$ cat src/rtl/core/tcem_pkg.sv
// Shared types, widths and codes for the timed channel event monitor.
// Used by every module of the block but tcem_ram; depends on nothing.
`timescale 1ns / 1ps
`default_nettype none

package tcem_pkg;

    // Field and register widths fixed by the interface.
    localparam int OP_W       = 2;
    localparam int MASK_W     = 8;
    localparam int IDX_W      = 3;
    localparam int PLAN_W     = 24;
    localparam int KIND_W     = 2;
    localparam int TICK_W     = 32;
    localparam int LATE_W     = 16;
    localparam int START_W    = 27;
    localparam int MARGIN_W   = 16;
    localparam int FLIGHT_W   = 24;
    localparam int CFG_IDX_W  = 2;
    localparam int CFG_DATA_W = 27;

    // Derived widths of the time arithmetic.
    localparam int DUE_W   = START_W + 1;
    localparam int DUEM_W  = START_W + 2;
    localparam int LIMIT_W = START_W + 1;

    localparam int EVENT_SLOTS_DEF = 8;

    // Ticks past the end of the flight before monitoring stops.
    localparam int END_SLACK = 100;

    // Configuration reset values.
    localparam logic [START_W-1:0]  START_DELAY_RST = '0;
    localparam logic [MARGIN_W-1:0] FAIL_MARGIN_RST = MARGIN_W'(100);
    localparam logic [FLIGHT_W-1:0] FLIGHT_LEN_RST  = '0;
    localparam logic [MASK_W-1:0]   SYNC_SEL_RST    = 8'h80;

    // Configuration register indexes.
    localparam logic [CFG_IDX_W-1:0] CFG_START_DELAY = 2'd0;
    localparam logic [CFG_IDX_W-1:0] CFG_FAIL_MARGIN = 2'd1;
    localparam logic [CFG_IDX_W-1:0] CFG_FLIGHT_LEN  = 2'd2;
    localparam logic [CFG_IDX_W-1:0] CFG_SYNC_SEL    = 2'd3;

    // Result kinds.
    localparam logic [KIND_W-1:0] KIND_OK     = 2'd0;
    localparam logic [KIND_W-1:0] KIND_FAIL   = 2'd1;
    localparam logic [KIND_W-1:0] KIND_STATUS = 2'd2;
    localparam logic [KIND_W-1:0] KIND_ACK    = 2'd3;

    typedef enum logic [OP_W-1:0] {
        OP_SAMPLE = 2'd0,
        OP_LOAD   = 2'd1,
        OP_STOP   = 2'd2,
        OP_REARM  = 2'd3
    } op_t;

    typedef enum logic [3:0] {
        S_IDLE,
        S_SAMPLE,
        S_LOAD,
        S_STOP,
        S_REARM,
        S_RD,
        S_DUE,
        S_EVAL,
        S_TICK,
        S_FIN,
        S_EMIT
    } state_t;

    // Commands from the controller to the datapath.
    typedef struct packed {
        logic capture;
        logic sample_upd;
        logic load_wr;
        logic rearm;
        logic stop_end;
        logic slot_clr;
        logic slot_inc;
        logic due_ld;
        logic ev_emit;
        logic tick_inc;
        logic fin_chk;
        logic stat_emit;
    } cmd_t;

    // Status from the datapath to the controller.
    typedef struct packed {
        op_t  op;
        logic done;
        logic hit;
        logic out_free;
        logic last_slot;
    } stat_t;

endpackage

`default_nettype wire

$ cat src/rtl/core/timed_channel_event_monitor_unit.sv
// Top level of the timed channel event monitor.
// Depends on tcem_pkg, tcem_ctrl, tcem_datapath and tcem_ram.
`timescale 1ns / 1ps
`default_nettype none

// The block watches an 8-bit channel sample once per millisecond tick and
// resolves a table of scheduled events against it.
//
// Request channel (req_valid / req_stall): one item carries an operation
// and its fields: a sample tick, a table load, a stop or a rearm. An item is
// taken when req_valid is high and req_stall is low.
// Response channel (rsp_valid / rsp_stall): every item yields zero or more
// event results (ok or fail, in slot order) and then one status or
// acknowledge result marked by last.
// The user must write configuration (cfg_wr_en / cfg_index / cfg_data)
// only while idle, unenforced by the block; writes take effect at once.
//
// Sequence: a load or a rearm passes through its own state and then the
// emit state before the next acceptance. A sample or a stop walks every
// event slot in turn: each slot is read from the table RAM, has its due
// time added up in a state of its own and is then judged. A sample that
// arrives after the end of monitoring skips the walk.
// When the receiver stalls, the single result register holds its item and
// the walk waits until it drains; the request side stays stalled meanwhile.
// Reset clears the run state, the configuration to its defaults and the
// table to untracked entries; no clearing pass is needed.

module timed_channel_event_monitor_unit import tcem_pkg::*; #(
    parameter int EVENT_SLOTS = EVENT_SLOTS_DEF
) (
    input  wire logic                  clk,
    input  wire logic                  rst_n,
    input  wire logic                  cfg_wr_en,
    input  wire logic [CFG_IDX_W-1:0]  cfg_index,
    input  wire logic [CFG_DATA_W-1:0] cfg_data,
    input  wire logic                  req_valid,
    output logic                       req_stall,
    input  wire logic [OP_W-1:0]       operation,
    input  wire logic [MASK_W-1:0]     sample_mask,
    input  wire logic [IDX_W-1:0]      entry_index,
    input  wire logic [PLAN_W-1:0]     entry_plan_ms,
    input  wire logic [MASK_W-1:0]     entry_need_mask,
    output logic                       rsp_valid,
    input  wire logic                  rsp_stall,
    output logic [KIND_W-1:0]          kind,
    output logic [IDX_W-1:0]           event_index,
    output logic [TICK_W-1:0]          event_tick,
    output logic [LATE_W-1:0]          lateness_ms,
    output logic [MASK_W-1:0]          latched_channels,
    output logic [MASK_W-1:0]          fresh_channels,
    output logic                       is_started,
    output logic                       sync_valid,
    output logic [TICK_W-1:0]          sync_tick_out,
    output logic                       flight_over,
    output logic                       last
);

    cmd_t  cmd;
    stat_t stat;

    // The controller decides on the next state from the raw operation code.
    tcem_ctrl u_ctrl (
        .clk       (clk),
        .rst_n     (rst_n),
        .req_valid (req_valid),
        .req_op    (op_t'(operation)),
        .req_stall (req_stall),
        .stat      (stat),
        .cmd       (cmd)
    );

    tcem_datapath #(
        .EVENT_SLOTS (EVENT_SLOTS)
    ) u_dp (
        .clk              (clk),
        .rst_n            (rst_n),
        .cfg_wr_en        (cfg_wr_en),
        .cfg_index        (cfg_index),
        .cfg_data         (cfg_data),
        .operation        (operation),
        .sample_mask      (sample_mask),
        .entry_index      (entry_index),
        .entry_plan_ms    (entry_plan_ms),
        .entry_need_mask  (entry_need_mask),
        .cmd              (cmd),
        .stat             (stat),
        .rsp_valid        (rsp_valid),
        .rsp_stall        (rsp_stall),
        .kind             (kind),
        .event_index      (event_index),
        .event_tick       (event_tick),
        .lateness_ms      (lateness_ms),
        .latched_channels (latched_channels),
        .fresh_channels   (fresh_channels),
        .is_started       (is_started),
        .sync_valid       (sync_valid),
        .sync_tick_out    (sync_tick_out),
        .flight_over      (flight_over),
        .last             (last)
    );

endmodule

`default_nettype wire

$ cat src/rtl/core/tcem_ram.sv
// Generic single-write, single-read RAM with a registered read port.
// Stand-alone; used for the event table.
`timescale 1ns / 1ps
`default_nettype none

module tcem_ram #(
    parameter int WIDTH = 32,
    parameter int DEPTH = 8,
    parameter int AW    = (DEPTH > 1) ? $clog2(DEPTH) : 1
) (
    input  wire logic             clk,
    input  wire logic             we,
    input  wire logic [AW-1:0]    waddr,
    input  wire logic [WIDTH-1:0] wdata,
    input  wire logic [AW-1:0]    raddr,
    output logic      [WIDTH-1:0] rdata
);

    logic [WIDTH-1:0] mem [DEPTH];

    always_ff @(posedge clk)
    begin
        if (we)
        begin
            mem[waddr] <= wdata;
        end
        rdata <= mem[raddr];
    end

endmodule

`default_nettype wire

$ cat src/rtl/core/tcem_ctrl.sv
// Controller state machine of the event monitor: sequences each item.
// Depends on tcem_pkg for the state, command and status types.
`timescale 1ns / 1ps
`default_nettype none

module tcem_ctrl import tcem_pkg::*; (
    input  wire logic  clk,
    input  wire logic  rst_n,
    input  wire logic  req_valid,
    input  wire op_t   req_op,
    output logic       req_stall,
    input  wire stat_t stat,
    output cmd_t       cmd
);

    state_t state_reg;
    state_t state_next;

    always_ff @(posedge clk or negedge rst_n)
    begin
        if (!rst_n)
        begin
            state_reg <= S_IDLE;
        end
        else
        begin
            state_reg <= state_next;
        end
    end

    // Next state.
    always_comb
    begin
        state_next = state_reg;
        case (state_reg)
            S_IDLE:
            begin
                if (req_valid)
                begin
                    case (req_op)
                        OP_SAMPLE: state_next = S_SAMPLE;
                        OP_LOAD:   state_next = S_LOAD;
                        OP_STOP:   state_next = S_STOP;
                        OP_REARM:  state_next = S_REARM;
                        default:   state_next = S_IDLE;
                    endcase
                end
            end
            S_SAMPLE: state_next = stat.done ? S_EMIT : S_RD;
            S_LOAD:   state_next = S_EMIT;
            S_REARM:  state_next = S_EMIT;
            S_STOP:   state_next = S_RD;
            S_RD:     state_next = S_DUE;
            S_DUE:    state_next = S_EVAL;
            S_EVAL:
            begin
                if (!(stat.hit && !stat.out_free))
                begin
                    if (!stat.last_slot)
                    begin
                        state_next = S_RD;
                    end
                    else if (stat.op == OP_STOP)
                    begin
                        state_next = S_EMIT;
                    end
                    else
                    begin
                        state_next = S_TICK;
                    end
                end
            end
            S_TICK:   state_next = S_FIN;
            S_FIN:    state_next = S_EMIT;
            S_EMIT:   state_next = stat.out_free ? S_IDLE : S_EMIT;
            default:  state_next = S_IDLE;
        endcase
    end

    // Outputs.
    always_comb
    begin
        cmd       = '0;
        req_stall = 1'b1;
        case (state_reg)
            S_IDLE:
            begin
                req_stall   = 1'b0;
                cmd.capture = req_valid;
            end
            S_SAMPLE:
            begin
                cmd.sample_upd = !stat.done;
                cmd.slot_clr   = 1'b1;
            end
            S_LOAD:  cmd.load_wr = 1'b1;
            S_REARM: cmd.rearm = 1'b1;
            S_STOP:
            begin
                cmd.stop_end = 1'b1;
                cmd.slot_clr = 1'b1;
            end
            S_DUE:   cmd.due_ld = 1'b1;
            S_EVAL:
            begin
                if (!(stat.hit && !stat.out_free))
                begin
                    cmd.ev_emit  = stat.hit;
                    cmd.slot_inc = !stat.last_slot;
                end
            end
            S_TICK:  cmd.tick_inc = 1'b1;
            S_FIN:   cmd.fin_chk = 1'b1;
            S_EMIT:  cmd.stat_emit = stat.out_free;
            default: cmd = '0;
        endcase
    end

endmodule

`default_nettype wire

$ cat src/rtl/core/tcem_datapath.sv
// Datapath of the event monitor: configuration, run state, event table
// walk and the result register. Depends on tcem_pkg and tcem_ram.
`timescale 1ns / 1ps
`default_nettype none

module tcem_datapath import tcem_pkg::*; #(
    parameter int EVENT_SLOTS = EVENT_SLOTS_DEF
) (
    input  wire logic                  clk,
    input  wire logic                  rst_n,
    input  wire logic                  cfg_wr_en,
    input  wire logic [CFG_IDX_W-1:0]  cfg_index,
    input  wire logic [CFG_DATA_W-1:0] cfg_data,
    input  wire logic [OP_W-1:0]       operation,
    input  wire logic [MASK_W-1:0]     sample_mask,
    input  wire logic [IDX_W-1:0]      entry_index,
    input  wire logic [PLAN_W-1:0]     entry_plan_ms,
    input  wire logic [MASK_W-1:0]     entry_need_mask,
    input  wire cmd_t                  cmd,
    output stat_t                      stat,
    output logic                       rsp_valid,
    input  wire logic                  rsp_stall,
    output logic [KIND_W-1:0]          kind,
    output logic [IDX_W-1:0]           event_index,
    output logic [TICK_W-1:0]          event_tick,
    output logic [LATE_W-1:0]          lateness_ms,
    output logic [MASK_W-1:0]          latched_channels,
    output logic [MASK_W-1:0]          fresh_channels,
    output logic                       is_started,
    output logic                       sync_valid,
    output logic [TICK_W-1:0]          sync_tick_out,
    output logic                       flight_over,
    output logic                       last
);

    localparam int SLOT_W  = (EVENT_SLOTS > 1) ? $clog2(EVENT_SLOTS) : 1;
    localparam int ENTRY_W = PLAN_W + MASK_W;

    // Configuration.
    logic [START_W-1:0]  start_delay_reg;
    logic [MARGIN_W-1:0] fail_margin_reg;
    logic [FLIGHT_W-1:0] flight_len_reg;
    logic [MASK_W-1:0]   sync_sel_reg;

    // Captured item.
    op_t               op_reg;
    logic [MASK_W-1:0] sample_reg;
    logic [IDX_W-1:0]  index_reg;
    logic [PLAN_W-1:0] plan_reg;
    logic [MASK_W-1:0] need_reg;

    // Run state.
    logic [TICK_W-1:0] tick_reg;
    logic [MASK_W-1:0] latch_reg;
    logic [MASK_W-1:0] fresh_reg;
    logic              started_reg;
    logic              seen_reg;
    logic [TICK_W-1:0] sync_tick_reg;
    logic              done_reg;

    // Event table bookkeeping.
    logic [EVENT_SLOTS-1:0] valid_reg;
    logic [EVENT_SLOTS-1:0] resolved_reg;
    logic [SLOT_W-1:0]      slot_reg;
    logic [MASK_W-1:0]      need_q_reg;
    logic [DUE_W-1:0]       due_reg;
    logic [DUEM_W-1:0]      due_m_reg;
    logic [ENTRY_W-1:0]     rdata;

    // Result register.
    logic                rsp_valid_reg;
    logic [KIND_W-1:0]   kind_reg;
    logic [IDX_W-1:0]    event_index_reg;
    logic [TICK_W-1:0]   event_tick_reg;
    logic [LATE_W-1:0]   lateness_reg;
    logic [MASK_W-1:0]   latched_reg;
    logic [MASK_W-1:0]   fresh_out_reg;
    logic                started_out_reg;
    logic                sync_valid_reg;
    logic [TICK_W-1:0]   sync_tick_out_reg;
    logic                over_reg;
    logic                last_reg;

    logic                in_range;
    logic [MASK_W-1:0]   fresh;
    logic                tracked;
    logic [TICK_W:0]     diff;
    logic                reached;
    logic                met;
    logic                past_margin;
    logic                hit;
    logic                hit_ok;
    logic [LATE_W-1:0]   late;
    logic [LIMIT_W-1:0]  limit;
    logic                out_free;

    assign in_range = 32'(index_reg) < 32'(EVENT_SLOTS);
    assign fresh    = sample_reg & ~latch_reg;

    tcem_ram #(
        .WIDTH (ENTRY_W),
        .DEPTH (EVENT_SLOTS),
        .AW    (SLOT_W)
    ) u_table (
        .clk   (clk),
        .we    (cmd.load_wr && in_range),
        .waddr (SLOT_W'(index_reg)),
        .wdata ({plan_reg, need_reg}),
        .raddr (slot_reg),
        .rdata (rdata)
    );

    // Decision for the slot under evaluation.
    assign tracked     = (need_q_reg != '0) && !resolved_reg[slot_reg];
    assign diff        = {1'b0, tick_reg} - (TICK_W + 1)'(due_reg);
    assign reached     = !diff[TICK_W];
    assign met         = (latch_reg & need_q_reg) == need_q_reg;
    assign past_margin = tick_reg >= TICK_W'(due_m_reg);
    assign hit_ok      = (op_reg != OP_STOP) && tracked && reached && met;
    assign hit         = (op_reg == OP_STOP) ? tracked
                                             : (tracked && reached && (met || past_margin));
    assign late        = (diff[TICK_W-1:LATE_W] != '0) ? '1 : diff[LATE_W-1:0];
    assign limit       = LIMIT_W'(start_delay_reg) + LIMIT_W'(flight_len_reg)
                         + LIMIT_W'(END_SLACK);
    assign out_free    = !rsp_valid_reg || !rsp_stall;

    assign stat.op        = op_reg;
    assign stat.done      = done_reg;
    assign stat.hit       = hit;
    assign stat.out_free  = out_free;
    assign stat.last_slot = slot_reg == SLOT_W'(EVENT_SLOTS - 1);

    // Configuration registers.
    always_ff @(posedge clk or negedge rst_n)
    begin
        if (!rst_n)
        begin
            start_delay_reg <= START_DELAY_RST;
            fail_margin_reg <= FAIL_MARGIN_RST;
            flight_len_reg  <= FLIGHT_LEN_RST;
            sync_sel_reg    <= SYNC_SEL_RST;
        end
        else if (cfg_wr_en)
        begin
            case (cfg_index)
                CFG_START_DELAY: start_delay_reg <= cfg_data[START_W-1:0];
                CFG_FAIL_MARGIN: fail_margin_reg <= cfg_data[MARGIN_W-1:0];
                CFG_FLIGHT_LEN:  flight_len_reg  <= cfg_data[FLIGHT_W-1:0];
                CFG_SYNC_SEL:    sync_sel_reg    <= cfg_data[MASK_W-1:0];
                default:         sync_sel_reg    <= sync_sel_reg;
            endcase
        end
    end

    // Captured payload and per-slot working values.
    always_ff @(posedge clk)
    begin
        if (cmd.capture)
        begin
            sample_reg <= sample_mask;
            index_reg  <= entry_index;
            plan_reg   <= entry_plan_ms;
            need_reg   <= entry_need_mask;
        end
        if (cmd.due_ld)
        begin
            need_q_reg <= valid_reg[slot_reg] ? rdata[MASK_W-1:0] : '0;
            due_reg    <= DUE_W'(start_delay_reg) + DUE_W'(rdata[ENTRY_W-1:MASK_W]);
            due_m_reg  <= DUEM_W'(start_delay_reg) + DUEM_W'(rdata[ENTRY_W-1:MASK_W])
                          + DUEM_W'(fail_margin_reg);
        end
    end

    // Run state and table bookkeeping.
    always_ff @(posedge clk or negedge rst_n)
    begin
        if (!rst_n)
        begin
            op_reg        <= OP_SAMPLE;
            tick_reg      <= '0;
            latch_reg     <= '0;
            fresh_reg     <= '0;
            started_reg   <= 1'b0;
            seen_reg      <= 1'b0;
            sync_tick_reg <= '0;
            done_reg      <= 1'b0;
            valid_reg     <= '0;
            resolved_reg  <= '0;
            slot_reg      <= '0;
        end
        else
        begin
            if (cmd.capture)
            begin
                op_reg    <= op_t'(operation);
                fresh_reg <= '0;
            end
            if (cmd.sample_upd)
            begin
                fresh_reg <= fresh;
                latch_reg <= latch_reg | fresh;
                if (!started_reg && (tick_reg >= TICK_W'(start_delay_reg)))
                begin
                    started_reg <= 1'b1;
                end
                if ((fresh & sync_sel_reg) != '0)
                begin
                    sync_tick_reg <= tick_reg;
                    seen_reg      <= 1'b1;
                end
            end
            if (cmd.load_wr && in_range)
            begin
                valid_reg[SLOT_W'(index_reg)]    <= 1'b1;
                resolved_reg[SLOT_W'(index_reg)] <= 1'b0;
            end
            if (cmd.rearm)
            begin
                tick_reg      <= '0;
                latch_reg     <= '0;
                started_reg   <= 1'b0;
                seen_reg      <= 1'b0;
                sync_tick_reg <= '0;
                done_reg      <= 1'b0;
                resolved_reg  <= '0;
            end
            // End of monitoring: on a stop, or once the flight window has passed.
            if (cmd.stop_end
                || (cmd.fin_chk && started_reg && (tick_reg > TICK_W'(limit))))
            begin
                done_reg <= 1'b1;
                if (!seen_reg && started_reg)
                begin
                    sync_tick_reg <= TICK_W'(start_delay_reg);
                    seen_reg      <= 1'b1;
                end
            end
            if (cmd.slot_clr)
            begin
                slot_reg <= '0;
            end
            else if (cmd.slot_inc)
            begin
                slot_reg <= slot_reg + 1'b1;
            end
            if (cmd.ev_emit)
            begin
                resolved_reg[slot_reg] <= 1'b1;
            end
            if (cmd.tick_inc && (tick_reg != '1))
            begin
                tick_reg <= tick_reg + 1'b1;
            end
        end
    end

    // Result register valid.
    always_ff @(posedge clk or negedge rst_n)
    begin
        if (!rst_n)
        begin
            rsp_valid_reg <= 1'b0;
        end
        else if (cmd.ev_emit || cmd.stat_emit)
        begin
            rsp_valid_reg <= 1'b1;
        end
        else if (!rsp_stall)
        begin
            rsp_valid_reg <= 1'b0;
        end
    end

    // Result register payload.
    always_ff @(posedge clk)
    begin
        if (cmd.ev_emit)
        begin
            kind_reg          <= hit_ok ? KIND_OK : KIND_FAIL;
            event_index_reg   <= IDX_W'(slot_reg);
            event_tick_reg    <= hit_ok ? tick_reg : '0;
            lateness_reg      <= hit_ok ? late : '0;
            latched_reg       <= '0;
            fresh_out_reg     <= '0;
            started_out_reg   <= 1'b0;
            sync_valid_reg    <= 1'b0;
            sync_tick_out_reg <= '0;
            over_reg          <= 1'b0;
            last_reg          <= 1'b0;
        end
        else if (cmd.stat_emit)
        begin
            kind_reg          <= (op_reg == OP_SAMPLE) ? KIND_STATUS : KIND_ACK;
            event_index_reg   <= '0;
            event_tick_reg    <= '0;
            lateness_reg      <= '0;
            latched_reg       <= latch_reg;
            fresh_out_reg     <= fresh_reg;
            started_out_reg   <= started_reg;
            sync_valid_reg    <= seen_reg;
            sync_tick_out_reg <= sync_tick_reg;
            over_reg          <= done_reg;
            last_reg          <= 1'b1;
        end
    end

    assign rsp_valid        = rsp_valid_reg;
    assign kind             = kind_reg;
    assign event_index      = event_index_reg;
    assign event_tick       = event_tick_reg;
    assign lateness_ms      = lateness_reg;
    assign latched_channels = latched_reg;
    assign fresh_channels   = fresh_out_reg;
    assign is_started       = started_out_reg;
    assign sync_valid       = sync_valid_reg;
    assign sync_tick_out    = sync_tick_out_reg;
    assign flight_over      = over_reg;
    assign last             = last_reg;

endmodule

`default_nettype wire

$ cat config.mk
export PLATFORM = sky130hd
export DESIGN_NAME = timed_channel_event_monitor_unit
export DESIGN_NICKNAME = d
export VERILOG_FILES = /design/src/rtl/core/tcem_pkg.sv /design/src/rtl/core/timed_channel_event_monitor_unit.sv /design/src/rtl/core/tcem_ram.sv /design/src/rtl/core/tcem_ctrl.sv /design/src/rtl/core/tcem_datapath.sv
export SDC_FILE = /design/constraint.sdc
export NUM_CORES = 1
export LEC_CHECK = 0
export BUFFER_PORTS_ARGS = -buffer_cell sky130_fd_sc_hd__buf_2
export CAP_MARGIN = 30
export CORE_ASPECT_RATIO = 1.75
export CORE_MARGIN = 3
export CORE_UTILIZATION = 57
export CTS_BUF_LIST = sky130_fd_sc_hd__clkbuf_8
export CTS_CLUSTER_DIAMETER = 150
export DETAILED_ROUTE_END_ITERATION = 16
export PLACE_DENSITY = 0.84
export REMOVE_ABC_BUFFERS = 1
export SETUP_SLACK_MARGIN = 0.1
export SYNTH_ARGS = -nofsm -noshare
export SYNTH_HDL_FRONTEND = slang
export SYNTH_SLANG_ARGS = --single-unit
export TNS_END_PERCENT = 10
$ cat constraint.sdc
create_clock -name clk -period 14.3 [get_ports clk]
set_input_delay 1.43 -clock clk [delete_from_list [all_inputs] [get_ports clk]]
set_output_delay 1.43 -clock clk [all_outputs]
set_load 0.01 [all_outputs]
==> results of run 1 <==
## worst max-delay path, stage by stage (launching register included)
cell and delay (ns):
dfrtp_1 0.44, ha_1 0.32, ha_1 0.24, fa_1 0.41
a21o_1 0.18, a21oi_1 0.27, o21ai_0 0.22, a2111oi_0 0.72
o21ai_0 0.38, a31o_2 0.34, a31o_2 0.25, a21o_1 0.19
a21o_1 0.20, xnor2_1 0.13, ha_1 0.31, nand4_1 0.11
nor3_1 0.27, and4_1 0.25, nand3_1 0.11, o2111ai_1 0.21
a32oi_1 0.10, nand3b_1 0.11, buf_4 0.50, mux2_2 0.40
## through the flow
stage	power [mW]	util (%)	hold WS, ns	setup WS [ns]
2_1_floorplan	3.73	-	0.429	6.70
3_3_place_gp	4.18	61.1	0.443	7.60
3_5_place_dp	4.25	61.1	0.443	7.46
4_1_cts	5.93	64.9	0.452	7.43
5_1_grt	6.22	65.0	0.473	7.01
6_report	5.92	65.0	0.450	7.48
## report_power, final
group | internal [mW] | leakage [nW] | switching [mW]
combinational | 0.661 | 7.38 | 0.982
sequential | 2.42 | 6.88 | 0.186
clock | 0.917 | 1.14 | 0.756
total | 4.00 | 15.4 | 1.93
## logic make-up after synthesis
kind of cell    after synthesis  share of synthesized area [%]
fa+ha+maj                   210                           8.12
buf+inv                     219                           2.56
other cells                   1                         0.0115
simple gates                647                           9.67
mux                         210                           9.44
flops                       685                           57.5
compound gates              556                           10.3
xor+xnor                     91                           2.43
## layout make-up
cell class	instances	share of cell area (%)
multi-input cells	1715	35.8
diodes	6	0.0408
inverters	135	1.38
clock inverters	70	1.90
flip-flops and latches	685	51.2
repair buffers	214	3.25
clock buffers	104	3.89
well taps	760	2.59
## metal layers
layer,vias to the layer above,GRT usage (%)
met1,10900,30.2
met3,262,4.09
met2,868,49.1
met5,-,0
met4,4,16.2
li1,10100,-
## worst paths after layout
kind                                          from               endpoint  slack [ns]  cells past startpoint
max                        u_dp.start_delay_reg[1]  u_dp.sync_tick_reg[0]        7.48                     23
min                          u_dp.sync_tick_out[8]  u_dp.sync_tick_out[8]        0.45                      2
max reg2reg                u_dp.start_delay_reg[1]  u_dp.sync_tick_reg[0]        7.48                     23
min reg2reg                  u_dp.sync_tick_out[8]  u_dp.sync_tick_out[8]        0.45                      2
max in group asynchronous                    rst_n      u_dp.tick_reg[11]       12.36                      2
min in group asynchronous                    rst_n   u_dp.sync_sel_reg[0]        0.70                      1
## cell usage in the layout (no fill, tap or decap), drive strengths merged, types with 9 or more instances in the layout
cell type	n
nor2	108
a211o	9
buf	213
bufinv	13
nor2b	40
a22o	9
inv	152
xor2	35
o21a	13
dfrtp	180
ha	206
a21oi	194
and2	46
nor4	11
nand4	24
nand2	254
or3	10
dfxtp	84
a31oi	16
clkbuf	105
a21o	51
nor3	27
nand2b	26
o21ai	159
and3	32
o31ai	10
mux2	110
o21bai	12
clkinv	37
nand3	36
o22ai	11
xnor2	56
or2	11
a211oi	12
edfxtp	417
mux4	68
mux2i	32
==> results.sh, run 1 <==
export IMPL_largest_reg_flops=256
export IMPL_start_util_pct=57.9
export IMPL_setup_viol=0
export IMPL_status="completed"
export IMPL_antenna_found_initial=7
export IMPL_post_cts_buffers=0
export IMPL_postSynthCellCount=2619
export IMPL_avgRoutedWirePerCell_um=22.2
export IMPL_avgSynthCellArea_um2=12.5
export IMPL_io_buffers=185
export IMPL_slew_violations=0
export IMPL_synth_edf_count=417
export IMPL_relSlewSlack_pct=32.1
export IMPL_period_needed_ns=6.82
export IMPL_max_cap_violations=0
export IMPL_p_leak_nw=15.4
export IMPL_ys_warnings_count=0
export IMPL_drc_errors=0
export IMPL_gp_congestion=0.941
export IMPL_hpwl_mm=58.2
export IMPL_cts_buffers=92
export IMPL_io_pins=186
export IMPL_regArea_mm2=0.0188
export IMPL_rsz0062_at_grt="false"
export IMPL_syn_area_mm2=0.0327
export IMPL_yosysMostFrequentCell="edfxtp_1"
export IMPL_die_width_um=187
export IMPL_clk_pin_slew_ns=0.07
export IMPL_route_met2_wl_mm=43.2
export IMPL_top_layer="met5"
export IMPL_hold_viol_final=0
export IMPL_vias=22200
export IMPL_core_rowCount=115
export IMPL_synthTopCellsByCount="edfxtp_1, nand2_1, ha_1"
export IMPL_synthTopCellsByArea="edfxtp_1, dfrtp_1, ha_1"
export IMPL_root_buffer="clkbuf_8"
export IMPL_die_y_um=323
export IMPL_start_kind="flip-flop"
export IMPL_clk_latency_ns=0.71
export IMPL_ctsHoldBuffers=0
export IMPL_yosys_area_top_type_share_pct=38.2
export IMPL_regMostFlops="u_dp.u_table.mem"
export IMPL_route_met3_wl_mm=4.54
export IMPL_cts_resized=0
export IMPL_cts_tree="yes"
export IMPL_firstDrtPassIters=5
export IMPL_arrival_ns=7.38
export IMPL_end_kind="flip-flop"
export IMPL_drt_total_wl_mm=82.1
export IMPL_synth_main_ff_cell="edfxtp_1"
export IMPL_layout_drive_gt1_share_pct=20.3
export IMPL_coreArea_mm2=0.0565
export IMPL_worstPathRequired_ns=14.86
export IMPL_h_tree_depth=3
export IMPL_syn_to_final_growth_pct=12.3
export IMPL_synthArstFlopShare_pct=26.9
export IMPL_fill_cells=4030
export IMPL_clock_sinks=685
export IMPL_layoutNonFillerInstCount=3689
export IMPL_placed_cell_area_mm2=0.0346
export IMPL_drt_iter0_drc=1822
export IMPL_antenna_left=0
export IMPL_skew_ns=0.0500
export IMPL_m1WireLength_mm=29.6
export IMPL_period_share_pct=47.7
export IMPL_vias_per_cell=6.02
export IMPL_dieArea_mm2=0.0605
export IMPL_grt_max_degree=74
export IMPL_layout_nets=3132
export IMPL_grt_usage_pct=27.1
export IMPL_fin_area_mm2=0.0368
export IMPL_power_density_mw_per_mm2=161
export IMPL_grt_pass1_wl_mm=128
export IMPL_synth_distinct_cells=87
export IMPL_timing_worst_setup_path_type="reg2reg"
export IMPL_hp_class="reg2reg"
export IMPL_multi_input_area_mm2=0.0132
export IMPL_max_freq_mhz=147
export IMPL_worst_pin_slew_ns=1.01
export IMPL_ys_seq_area_share_pct=57.5
export IMPL_ys_ff_latch=685
export IMPL_clockBufferDepth=3
export IMPL_fin_setup_tns_ns=0
export IMPL_peakVddDrop_uv=125
export IMPL_worstPathMaxFanout=33
export IMPL_first_global_vias=23300
export IMPL_yosys_area_top_type="edfxtp_1"
export IMPL_dp_cells=3507
export IMPL_overflow=0
Note: power is estimated with default switching activity, not from simulation.
==> run 2: changes to the inputs <==
--- a/config.mk
+++ b/config.mk
@@ -5,6 +5,7 @@
 export SDC_FILE = /design/constraint.sdc
 export NUM_CORES = 1
 export LEC_CHECK = 0
+export ABC_AREA = 1
 export BUFFER_PORTS_ARGS = -buffer_cell sky130_fd_sc_hd__buf_2
 export CAP_MARGIN = 30
 export CORE_ASPECT_RATIO = 1.75
@@ -13,7 +14,7 @@
 export CTS_BUF_LIST = sky130_fd_sc_hd__clkbuf_8
 export CTS_CLUSTER_DIAMETER = 150
 export DETAILED_ROUTE_END_ITERATION = 16
-export PLACE_DENSITY = 0.84
+export PLACE_DENSITY = 0.87
 export REMOVE_ABC_BUFFERS = 1
 export SETUP_SLACK_MARGIN = 0.1
 export SYNTH_ARGS = -nofsm -noshare
==> constraint.sdc (replaced) <==
create_clock -name clk -period 6.13 [get_ports clk]
set_input_delay 0.613 -clock clk [delete_from_list [all_inputs] [get_ports clk]]
set_output_delay 0.613 -clock clk [all_outputs]
set_load 0.01 [all_outputs]
==> results.sh, run 2 <==
export IMPL_critical_path_top_delay_family="simple AND/OR/NAND/NOR gates"
export IMPL_fin_total_pwr_mw=15.2
export IMPL_grt_max_degree=101
export IMPL_drt_iter0_drc=2075
export IMPL_cts_buffers=98
export IMPL_die_width_um=194
export IMPL_cp_common_cell="nand2_1"
export IMPL_arrival_ns=5.31
export IMPL_firstDrtPassIters=9
export IMPL_timing_worst_setup_path_type="reg2reg"
export IMPL_yosys_area_share_xor_xnor_pct=2.12
export IMPL_syn_area_mm2=0.0354
export IMPL_die_y_um=336
export IMPL_drc_errors=0
export IMPL_fin_setup_tns_ns=0
export IMPL_pre_cts_ws_ns=1.59
export IMPL_synthTopCellsByCount="nand2_1, inv_1, edfxtp_1"
export IMPL_synthMuxAreaShare_pct=0
export IMPL_root_buffer="clkbuf_8"
export IMPL_layout_nets=4309
export IMPL_regMostFlops="u_dp.u_table.mem"
export IMPL_avgSynthCellArea_um2=9.31
export IMPL_end_kind="flip-flop"
export IMPL_power_density_mw_per_mm2=388
export IMPL_dieArea_mm2=0.0652
export IMPL_yosysMostFrequentCell="nand2_1"
export IMPL_relSlewSlack_pct=30.3
export IMPL_antenna_left=0
export IMPL_rsz0062_at_grt="false"
export IMPL_skew_ns=0.0487
export IMPL_synthTopCellsByArea="edfxtp_1, dfrtp_1, nand2_1"
export IMPL_clockBufferDepth=3
export IMPL_fin_hold_ws_ns=0.0354
export IMPL_max_cap_violations=0
export IMPL_placed_cell_area_mm2=0.0372
export IMPL_ys_ff_latch=685
export IMPL_vias=28500
export IMPL_synth_main_ff_cell="edfxtp_1"
export IMPL_p_leak_nw=17.8
export IMPL_worstPathMaxFanout=33
export IMPL_syn_to_final_growth_pct=10.9
export IMPL_ys_seq_area_share_pct=53.2
export IMPL_first_global_vias=28900
export IMPL_h_tree_depth=3
export IMPL_largest_reg_flops=256
export IMPL_mostFrequentLayoutCells="nand2_1, inv_1, edfxtp_1"
export IMPL_antenna_found_initial=2
export IMPL_drt_total_wl_mm=102
export IMPL_ys_warnings_count=0
export IMPL_synth_top_family_by_area="simple AND/OR/NAND/NOR gates"
export IMPL_max_freq_mhz=214
export IMPL_synth_adder_area_share_pct=7.51
export IMPL_synth_compound_area_share_pct=12.1
export IMPL_status="completed"
export IMPL_synth_distinct_cells=62
export IMPL_avgRoutedWirePerCell_um=20.9
export IMPL_layout_drive_gt1_share_pct=12.6
export IMPL_core_rowCount=120
export IMPL_worst_path_buf_inv=3
export IMPL_slew_violations=0
export IMPL_start_util_pct=57.8
export IMPL_yosys_area_top_type_share_pct=35.4
export IMPL_gp_congestion=1.01
export IMPL_period_needed_ns=4.66
export IMPL_hold_viol_final=0
export IMPL_peakVddDrop_uv=312
export IMPL_synth_edf_count=417
export IMPL_crit_path_cell_trace="inv_1 > ha_1 > inv_1 > ha_1 > a21oi_1 > nand2_1 > a21oi_1 > o21ai_0 > a21boi_0 > o21ai_0 > nand2_1 > nand2_1 > xnor2_1 > ha_1 > nand2_1 > inv_1 > nand3_1 > nor4_2 > nand2_1 > nand3_1 > nand2_2 > nand2_2 > nand2_1 > nand2_1"
export IMPL_coreArea_mm2=0.0613
export IMPL_grt_usage_pct=31.1
export IMPL_yosys_area_top_type="edfxtp_1"
export IMPL_overflow=0
export IMPL_period_share_pct=76.1
export IMPL_io_buffers=185
export IMPL_cpMaxStageDelayCell="nand2_2"
export IMPL_synthSimpleGateAreaFrac_pct=18.3
export IMPL_clk_latency_ns=0.75
export IMPL_synthArstFlopShare_pct=26.9
export IMPL_vias_per_cell=5.81
export IMPL_clock_sinks=685
export IMPL_setup_viol=0
export IMPL_postSynthCellCount=3801
export IMPL_start_kind="flip-flop"
export IMPL_grt_pass1_wl_mm=157
export IMPL_max_stage_delay_ns=0.56
export IMPL_worstPathRequired_ns=6.77
export IMPL_worst_pin_slew_ns=1.04
export IMPL_fin_area_mm2=0.0393
export IMPL_cts_tree="yes"
export IMPL_io_pins=186
export IMPL_post_cts_buffers=0
export IMPL_hpwl_mm=73.2
export IMPL_hp_class="in2reg"
export IMPL_setup_ws_ns=1.47
export IMPL_clk_pin_slew_ns=0.07
export IMPL_layout_commonest_cell="nand2_1"
==> run 2: changes by cell type after synthesis, moves of 48 or more <==
| cell | change |
|---|---|
| nor2_1 | +234 |
| nand3_1 | +134 |
| o21ai_0 | +172 |
| inv_1 | +341 |
| o21a_1 | +56 |
| mux4_2 | -68 |
| o211ai_1 | +48 |
| nand2_1 | +492 |
| mux2_2 | -110 |
==> run 2: repair_timing <==
action / 4_1_cts / 5_1_grt
resized for setup: 0 / 0
hold buffers: 11 / 0
endpoints found under the hold margin: 44 / 0
==> run 2: power breakdown <==
part	total, mW	internal, mW	switching [mW]
clock	3.65	1.83	1.82
combinational	5.15	1.79	3.36
sequential	6.43	5.91	0.517
total	15.2	9.53	5.70
==> run 2: logic make-up (layout without fill, tap and decap cells) <==
family          Yosys count  count (layout)
compound gates          730             730
xor+xnor                 84              84
fa+ha+maj               210             210
buf+inv                 611             914
flops                   685             685
other cells               1               3
simple gates           1480            1480
==> run 2: per-layer routing <==
metal | wire [um] | GRT usage [%] | share of wire [%]
met3 | 6610 | 4.65 | 6.4
met2 | 52600 | 56.0 | 51
met4 | 8690 | 23.4 | 8.5
met1 | 34600 | 32.8 | 34
met5 | 0 | 0 | 0
==> run 2: final timing paths <==
check	startpoint	end	slack (ns)	depth (start not counted)
worst max-delay path	u_dp.start_delay_reg[2]	u_dp.sync_tick_reg[7]	1.47	24
worst min-delay path	entry_plan_ms[17]	u_dp.plan_reg[17]	0.04	1
worst max register to register	u_dp.start_delay_reg[2]	u_dp.sync_tick_reg[7]	1.47	24
worst min register to register	u_dp.u_table.mem[5][6]	u_dp.u_table.rdata[6]	0.45	2
max in group asynchronous	rst_n	u_dp.start_delay_reg[7]	4.61	3
min in group asynchronous	rst_n	u_dp.sync_tick_reg[28]	0.35	2
==> run 2: cell type report <==
class,instances,area (um^2)
Tap cell,793,992
Timing Repair Buffer,234,1390
Sequential cell,685,18800
Multi-Input combinational cell,2505,14200
Clock buffer,113,1560
Clock inverter,71,424
Antenna cell,2,5.00
Fill cell,4871,22000
Inverter,496,1870
==> run 2: through the flow <==
step                      std cells  utilization, %
after global placement         4698            60.5
final                          4899            64.1
after detailed placement       4702            60.7
after CTS                      4897            64.1
after floorplan                3686               -
after global routing           4899            64.1
